`config.mk`:
```
export PLATFORM = sky130hd
export DESIGN_NAME = fbde_pix_addr
export DESIGN_NICKNAME = d
export VERILOG_FILES = /design/src/fbde_pkg.sv /design/src/fbde_pix_addr.sv
export SDC_FILE = /design/constraint.sdc
export NUM_CORES = 1
export LEC_CHECK = 0
export ABC_AREA = 1
export BUFFER_PORTS_ARGS = -buffer_cell sky130_fd_sc_hd__buf_2
export CAP_MARGIN = 30
export CORE_MARGIN = 2
export CORE_UTILIZATION = 35
export CTS_BUF_LIST = sky130_fd_sc_hd__clkbuf_2 sky130_fd_sc_hd__clkbuf_4 sky130_fd_sc_hd__clkbuf_8
export CTS_CLUSTER_DIAMETER = 100
export DETAILED_ROUTE_END_ITERATION = 6
export PLACE_DENSITY = 0.53
export SLEW_MARGIN = 20
export SYNTH_ARGS = -nofsm -noshare
export SYNTH_HDL_FRONTEND = slang
export SYNTH_SLANG_ARGS = --single-unit
```
`constraint.sdc`:
```
create_clock -name clk -period 6.05 [get_ports clk]
set_clock_uncertainty 0.2 [all_clocks]
set_input_delay 0.605 -clock clk [delete_from_list [all_inputs] [get_ports clk]]
set_output_delay 0.605 -clock clk [all_outputs]
set_load 0.02 [all_outputs]
```
`src/fbde_pkg.sv`:
```
`default_nettype none
// ----------------------------------------------------------------------------
// fbde_pkg
// Shared types and constants of the 4bpp frame store draw engine.
// ----------------------------------------------------------------------------
package fbde_pkg;

	// field widths
	localparam int OP_W      = 3;
	localparam int COORD_W   = 12;
	localparam int PX_W      = COORD_W + 1;
	localparam int LVL_W     = 4;
	localparam int SPAN_W    = 10;
	localparam int FMT_W     = 2;
	localparam int DATA_W    = 8;
	localparam int RADDR_W   = 13;
	localparam int BW_W      = 9;
	localparam int BH_W      = 7;
	localparam int IDX_W     = 16;
	localparam int CFG_IDX_W = 2;

	typedef logic [BW_W-1:0]          bwidth_t;
	typedef logic [BH_W-1:0]          bheight_t;
	typedef logic signed [PX_W-1:0]   pxcoord_t;
	typedef logic [IDX_W-1:0]         idx_t;

	// opcodes
	localparam logic [OP_W-1:0] OP_FILL = 3'd0;
	localparam logic [OP_W-1:0] OP_PLOT = 3'd1;
	localparam logic [OP_W-1:0] OP_OPEN = 3'd2;
	localparam logic [OP_W-1:0] OP_DATA = 3'd3;
	localparam logic [OP_W-1:0] OP_READ = 3'd4;

	// region source formats
	localparam logic [FMT_W-1:0] FMT_GLYPH   = 2'd0;
	localparam logic [FMT_W-1:0] FMT_PACKED4 = 2'd1;
	localparam logic [FMT_W-1:0] FMT_BYTE8   = 2'd2;

	// configuration register indexes
	localparam logic [CFG_IDX_W-1:0] REG_BUFFER_WIDTH  = 2'd0;
	localparam logic [CFG_IDX_W-1:0] REG_BUFFER_HEIGHT = 2'd1;

	localparam bwidth_t  BW_RESET = 9'd256;
	localparam bheight_t BH_RESET = 7'd64;

	localparam logic [DATA_W-1:0] NIB_HI_MASK = 8'hF0;
	localparam logic [DATA_W-1:0] NIB_LO_MASK = 8'h0F;

	// pixel location after clipping
	typedef struct packed {
		logic hit;
		logic odd;
		idx_t idx;
	} pix_loc_t;

	typedef enum logic [3:0] {
		ST_IDLE,
		ST_FILL_SIZE,
		ST_FILL,
		ST_RG_NEXT,
		ST_PX_ADDR,
		ST_PX_READ,
		ST_PX_WRITE,
		ST_RD_MEM,
		ST_RD_OUT
	} state_t;

endpackage
`default_nettype wire

```
`src/fbde_pix_addr.sv`:
```
`default_nettype none
// ----------------------------------------------------------------------------
// fbde_pix_addr
// Clips a signed pixel coordinate and registers its byte index and nibble.
// ----------------------------------------------------------------------------
module fbde_pix_addr #(
	parameter int STORE_BYTES = 8192
) (
	input  wire logic               clk,
	input  wire fbde_pkg::pxcoord_t x,
	input  wire fbde_pkg::pxcoord_t y,
	input  wire fbde_pkg::bwidth_t  width,
	input  wire fbde_pkg::bheight_t height,
	output fbde_pkg::pix_loc_t      loc
);

	localparam int XW = fbde_pkg::PX_W - 1;
	localparam int LW = fbde_pkg::IDX_W + 1;

	logic               x_in;
	logic               y_in;
	logic [LW-1:0]      lin;
	fbde_pkg::pix_loc_t loc_d;

	always_comb begin
		x_in = !x[fbde_pkg::PX_W-1] && (x[XW-1:0] < XW'(width));
		y_in = !y[fbde_pkg::PX_W-1] && (y[XW-1:0] < XW'(height));
		// only meaningful when both coordinates are inside the frame
		lin = LW'(y[fbde_pkg::BH_W-1:0]) * LW'(width) + LW'(x[fbde_pkg::BW_W-1:0]);
		loc_d.idx = lin[LW-1:1];
		loc_d.odd = lin[0];
		loc_d.hit = x_in && y_in && (32'(lin[LW-1:1]) < STORE_BYTES);
	end

	always_ff @(posedge clk) begin
		loc <= loc_d;
	end

endmodule
`default_nettype wire

```
# Word-level counts from Yosys, hierarchy flattened
# Cells that the tools add are included.
op_classes:
  n_lt_le_gt_ge: 3
  n_mul: 1
  reduce_logical: 6
  n_addsub: 1
ops:
  columns: ["op", "count"]
  rows:
  - ["$add 17x17->17", 1]
  - ["$mul 7x10->17", 1]
  - ["$lt 16x14->1 const B", 1]
  - ["$lt 12x7->1", 1]
  - ["$lt 12x9->1", 1]
  - ["$logic_and 1x1->1", 4]
  - ["$logic_not 1->1", 2]
totals:
  reg_bits: 18
  elab_cells: 14
  output_inout_bits: 18
  inputBits: 43

# Depth between registers and ports, before layout
# Gate-level depths: netlist of run 1.
logic_depth:
  depth_word: 4
  depth_mapped: 22
  depth_no_buf: 21

# Least setup slack after synthesis of run 1
# No wires, ideal clock.
synth_path:
  path_type: "in2reg"
  from: "input y[6]"
  to: "register loc[12] in the netlist's numbering"
  slack_ns: 1.404
  setup_ns: 0.072
  stages: 16
  t_arrival_ns: 4.374
  path_buffers: 0
  required_ns: 5.778
  cell_sequence: "clkinv_1 > or2_2 > fa_1 > fa_1 > inv_1 > fa_1 > inv_1 > fa_1 > inv_1 > ha_1 > a21oi_1 > o21ai_2 > a21oi_1 > nor2_1 > nor2_1 > xnor2_1"
synth_via:
  elab_chain_len: 2
synth_rtl:
  columns: ["element", "line_no", "source"]
  rows:
  - ["start: declaration", "fbde_pix_addr.sv:11", "input wire fbde_pkg::pxcoord_t y,"]
  - ["$mul 7x10->17", "fbde_pix_addr.sv:29", "lin = LW'(y[fbde_pkg::BH_W-1:0]) * LW'(width) + LW'(x[fbde_pkg::BW_W-1:0]);"]
  - ["$add 17x17->17", "fbde_pix_addr.sv:29", null]
  - ["net lin[13]", "fbde_pix_addr.sv:22", "logic [LW-1:0] lin;"]
  - ["end signal: assignment", "fbde_pix_addr.sv:36", "loc <= loc_d;"]
  - ["end: declaration", "fbde_pix_addr.sv:14", "output fbde_pkg::pix_loc_t loc"]
# The timed path passes the listed nets, and every way through them passes these cells.

# Worst setup path after layout of run 1
# Ends and elaborated chain as after synthesis.

==> results.md, run 1 <==
- Postcts setup bufs: 0
- Final Setup Violations: 0
- Worst-Margin Slew: 0.2790 ns
- Largest registers: loc (18)
- Synth area leader: fa_1
- CTS Hold Bufs: 0
- Hold Crit Start: x[0]
- Clk root buf: clkbuf_8
- Fin crit period: approximately 4.8 ns
- Max-cap violations: 0
- Core area: 9819 sq um
- Post-synth top area share: ~29%
- Area grow syn2layout: 13.28%
- Largest net degree at the start of global routing: 11
- DIE WIDTH: ~100 um
- Post-Route WL: between 6000 and 7000 um
- Die H: 104.6 um
- Detail Route Antenna Nets: 0
- Drt pass-1 iters: 6
- H-Tree Depth: 1
- ANT cells: 0
- Worst VDD drop: 0.1370 mV
- Max clock buf depth: 2
- Critical path class: primary input to register
- P_leak: 2.541 nW
- Relative slew slack: between 80% and 90%
- Post-synthesis sequential area ratio: between 10% and 20%
- Critical Path RT: 6.03 ns
- Num CTS Buffers: 3
- Fmax: approximately 210 MHz
- Clock transition at the registers of the reported paths: approximately 0.06 ns
- # DRC: 0
- Initial antenna violation count: 0
- Hold EP: loc[16]$_DFF_P_
- Mapped cell area: approximately 3500 sq um
- Std cell rows: 36
- First-pass GRT wire length: 13030 um
- Clock sinks: 18
- Max reg flops: 18
- Final setup TNS: 0 ns
- Crit path DAT: approximately 4.8 ns
- Mapped Cells: around 490
- Pwr Density: 327.7 nW/um^2
- Hold Path Depth: 2
- Fin. Hold Viols: 0
- Fillers: between 1000 and 1500
- Port Buffers: 60
- Starting Density: 36.09%
- RSZ-0062 raised after global routing: no
- Nature of the critical path startpoint: primary input
- Via count: 2898
- Top reg by flops: loc
- Ranking of synthesized cells by area: fa_1 (29%), ha_1 (19%), inv_1 (17%)
- # IOs: between 60 and 70
- Dpl hpwl: 6361 um
- FF+latch count, synth: 18
- Status: finished, final reports clean
- Global route overflow: 0
- Total power: around 1.3 mW
- Starting DRT DRC Count: 93
- Layout cells sized above 1: around 13%
- Gr usage total: around 14%
- Final Net Count: 686
- CTS tree: yes
- CP endpoint kind: register
- Final period utilization: about four fifths
- Avg Inst Size Synth: 7.276 sq um
- Detailed-route wire length per cell: just over 10 um
- Mapped Nets: ~630
- DR vias/cell: between 4 and 5
- Critical path peak fanout: 8
- Full die area: 10950 sq um
- Final Slew Violations: 0
- Routability Congestion: just over 0.8
- Yosys warns: 0
- Post-synthesis cell type count: 26
- Vias in the first global route: 3016
- Hold Crit Class: primary input to register
- Resize count post-CTS: 0
## through the flow
| stage | area (sq um) | setup slack (ns) | util, % | hold WS [ns] | instances |
|---|---|---|---|---|---|
| floorplan | 3543 | 1.404 | - | 0.5348 | 487 |
| global placement | 3959 | 1.032 | 40.32 | 0.6641 | 667 |
| detailed placement | 3959 | 0.9280 | 40.32 | 0.6729 | 667 |
| CTS | 4014 | 1.194 | 40.88 | 0.4169 | 671 |
| global route | 4014 | 0.9203 | 40.88 | 0.4102 | 671 |
| finish | 4014 | 1.232 | 40.88 | 0.4129 | 671 |
## placed cells by master, fill, tap and decap left out
master / count
clkbuf_8: 4
xor2_1: 5
nand3b_1: 1
xnor2_1: 6
a21oi_1: 15
nor3_1: 1
dfxtp_1: 18
nand3_2: 1
and2_0: 1
or2_2: 2
buf_2: 60
and2_1: 2
o21bai_1: 1
fa_1: 51
inv_1: 158
o21ai_0: 1
clkinv_1: 1
ha_1: 53
nand2_2: 1
o21ai_2: 1
nand3_1: 9
a31oi_1: 1
nand2_1: 116
nand4_1: 1
nor2_1: 28
## synth_stat cells
cell,instances
inv_1,158
clkbuf_2,1
fa_1,51
and2_1,2
or2_2,2
nand3b_1,1
nand2_2,1
clkbuf_1,11
xor2_1,5
a21oi_1,15
nand3_1,9
o21ai_0,1
dfxtp_1,18
xnor2_1,6
nand3_2,1
a31oi_1,1
nor2_1,28
o21ai_2,1
nand4_1,1
buf_2,1
nor3_1,1
clkinv_1,1
o21bai_1,1
and2_0,1
nand2_1,116
ha_1,53
## per-layer routing
layer	GRT usage (%)	part of all wire [%]	vias to the layer above
li1	-	-	1482
met1	17.78	45	1365
met2	27.45	52	49
met3	1.560	3.1	2
met4	0.8571	0.20	0
met5	0	0	-
## worst max path at each step
| stage | from | endpoint | slack [ns] | depth (start not counted) |
|---|---|---|---|---|
| after detailed placement | y[6] | loc[12]$_DFF_P_ | 0.93 | 17 |
| after global placement | y[6] | loc[12]$_DFF_P_ | 1.03 | 17 |
| final | y[6] | loc[12]$_DFF_P_ | 1.23 | 17 |
| after floorplan | y[6] | loc[12]$_DFF_P_ | 1.40 | 16 |
| after global routing | y[6] | loc[12]$_DFF_P_ | 0.92 | 17 |
| after CTS | y[6] | loc[12]$_DFF_P_ | 1.19 | 17 |
## logic make-up after synthesis
kind of cell	synth area share, %
flops	10.17
xor+xnor	2.719
fa+ha+maj	47.53
buf+inv	18.29
simple gates	18.40
compound gates	2.896
## report_power, final
part	leakage [nW]	internal [mW]	switching [mW]
Combinational	2.36	0.402	0.625
Sequential	0.151	0.185	0.0102
Clock	0.0288	0.0576	0.0351
## worst max-delay path, stage by stage
cell and delay, ns:
buf_2 0.14, clkinv_1 0.23, or2_2 0.37, fa_1 0.51
fa_1 0.54, inv_1 0.05, fa_1 0.54, inv_1 0.06
fa_1 0.53, inv_1 0.04, ha_1 0.34, a21oi_1 0.19
o21ai_2 0.12, a21oi_1 0.23, nor2_1 0.07, nor2_1 0.11
xnor2_1 0.12
## final cells by class
type	count	area (sq um)	area share (%)
Inverter	159	596.8	14.87
Clock buffer	4	55.05	1.372
Tap cell	133	166.4	4.146
Sequential cell	18	360.3	8.978
Timing Repair Buffer	60	300.3	7.481
Multi-Input combinational cell	297	2535	63.15
Power figures use the tool's default switching activity.
==> inputs of run 2 (changes only) <==
Settings changed: PLACE_DENSITY 0.53 to 0.55.
Clock period 6.05 ns to 4 ns, I/O delays scaled along.
==> run 2 against run 1 <==
Against the previous run:
- setup slack lost 1.2 ns
- final cell count rose by 7.6%
- routed wire length rose by 11%
- die area unchanged
- sequential cell count unchanged
- global-route usage increased by 1.0 points
- via count rose by 6.9%
- sequential power rose by 50%
- combinational power is 130% higher
- hold slack lost 0.21 ns
- first-iteration DRC count shrank 29%
==> results.md, run 2 (same netlist as run 1, synthesis figures left out) <==
- Area grow syn2layout: 31.50%
- Layout cells sized above 1: a little over a quarter
- Max clock buf depth: 2
- Commonest non-fill, non-tap cells in the layout: inv_1 (156), nand2_1 (106), buf_4 (53), buf_2 (51), fa_1 (49)
- Crit path DAT: just under 4 ns
- Fin crit period: between 3 and 4 ns
- CTS Hold Bufs: 0
- Post-Route WL: between 7000 and 8000 um
- Core area: approximately 10000 sq um
- Largest net degree at the start of global routing: 11
- Drt pass-1 iters: 4
- ANT cells: 0
- Hold Crit Start: x[0]
- Global route overflow: 0
- # IOs: 61
- Critical path class: primary input to register
- Starting DRT DRC Count: 66
- Clock sinks: 18
- DR vias/cell: ~4.3
- Commonest non-fill, non-tap cell in the layout: inv_1
- Critical path peak fanout: 4
- Max-cap violations: 0
- Detail Route Antenna Nets: 0
- Nature of the critical path startpoint: primary input
- Multi-input logic area: between 2000 and 3000 sq um
- Final Net Count: around 740
- Critical Path RT: a little under 4 ns
- DIE WIDTH: ~100 um
- CP most frequent cell: fa_1
- Starting Density: between 30% and 40%
- P_leak: 2.824 nW
- Final period utilization: about 100%
- Final Setup Violations: 0
- Routability Congestion: a little over 0.8
- First-pass GRT wire length: ~14000 um
- Worst-Margin Slew: around 0.31 ns
- # DRC: 0
- Top reg by flops: loc
- Std cell rows: 36
- Fmax: about 250 MHz
- Vias in the first global route: ~3200
- Fillers: between 1000 and 1500
- Worst Setup SP: y[6]
- Status: finished, final reports clean
- Num CTS Buffers: 3
- Gr usage total: 15.26%
- Initial antenna violation count: 0
- Relative slew slack: 79.22%
- Max reg flops: 18
- Full die area: 10950 sq um
- Register Area: between 300 and 400 sq um
- Port Buffers: 60
- Fin cells: 722
- Worst stage delay on the critical path: about 0.54 ns
- Dpl hpwl: around 7000 um
- Largest registers: loc (18)
- CP top delay family: adder cells
- Fin. Hold Viols: 0
- Hold Crit Class: primary input to register
- Clock transition at the registers of the reported paths: 0.07 ns
- Buffers & Inverters on Critical Path: 8
- Layout Utilization: 47.45%
- Critical path's slowest cell: fa_1
- Pwr Density: 602.5 nW/um^2
- Clk root buf: clkbuf_8
- Final setup TNS: 0 ns
- RSZ-0062 raised after global routing: yes
- CP endpoint kind: register
- Placed Instances: around 700
- Total power: approximately 2.8 mW
- Die H: ~100 um
- CP Cell Sequence: buf_8, buf_6, fa_1, inv_1, fa_1, inv_2, fa_1, inv_1, fa_1, inv_2, ha_4, nand2_4, o21ai_4, buf_4, buf_6, a31oi_4, xnor2_1
- Worst VDD drop: approximately 0.29 mV
- CTS tree: yes
- Detailed-route wire length per cell: 10.67 um
- Via count: 3097
- H-Tree Depth: 1
- Final Slew Violations: 0
-- run 2: changes by cell type in the layout (fill, tap and decap cells not counted), sizes merged --
cell	change
inv	+1
buf	+49
clkbuf	+2
clkinv	-1
-- run 2: what timing repair did --
action / CTS / global route
setup endpoints to repair: 1 / 10
buffers inserted: 1 / 4
pin swaps: 2 / 23
resized for setup: 8 / 33
hold endpoints to repair: 0 / 0
-- run 2: final cells by class --
type	count	area share [%]
multi-input combinational	297	58.92
timing repair buffer	111	15.63
inverter	159	12.97
sequential	18	7.734
tap	133	3.571
clock buffer	4	1.182
-- run 2: final timing paths --
check,endpoint,slack (ns),cells past startpoint
min,loc[16]$_DFF_P_,0.20,2
max,loc[8]$_DFF_P_,0.03,17
-- run 2: layer usage --
layer | part of all wire, % | wire (um) | vias up | track usage [%]
met5 | 0 | 0 | - | 0
met4 | 0.38 | 29 | 0 | 0.8571
met3 | 4.2 | 320 | 4 | 1.435
met2 | 52 | 4000 | 55 | 29.46
met1 | 44 | 3354 | 1453 | 19.19
li1 | - | - | 1585 | -
-- run 2: stage by stage --
stage | hold WS (ns) | setup WS (ns) | cell area [sq um]
floorplan | 0.3298 | 0.000008882 | 3752
global placement | 0.4575 | -0.2547 | 4442
detailed placement | 0.4634 | -0.2854 | 4442
CTS | 0.2019 | 0.003000 | 4526
global route | 0.2024 | -0.1488 | 4659
finish | 0.1990 | 0.03433 | 4659
-- run 2: report_power, final --
group	internal, mW	total (mW)	switching, mW
clock network	0.0873	0.143	0.0554
registers	0.279	0.292	0.0133
logic	1.15	2.37	1.22
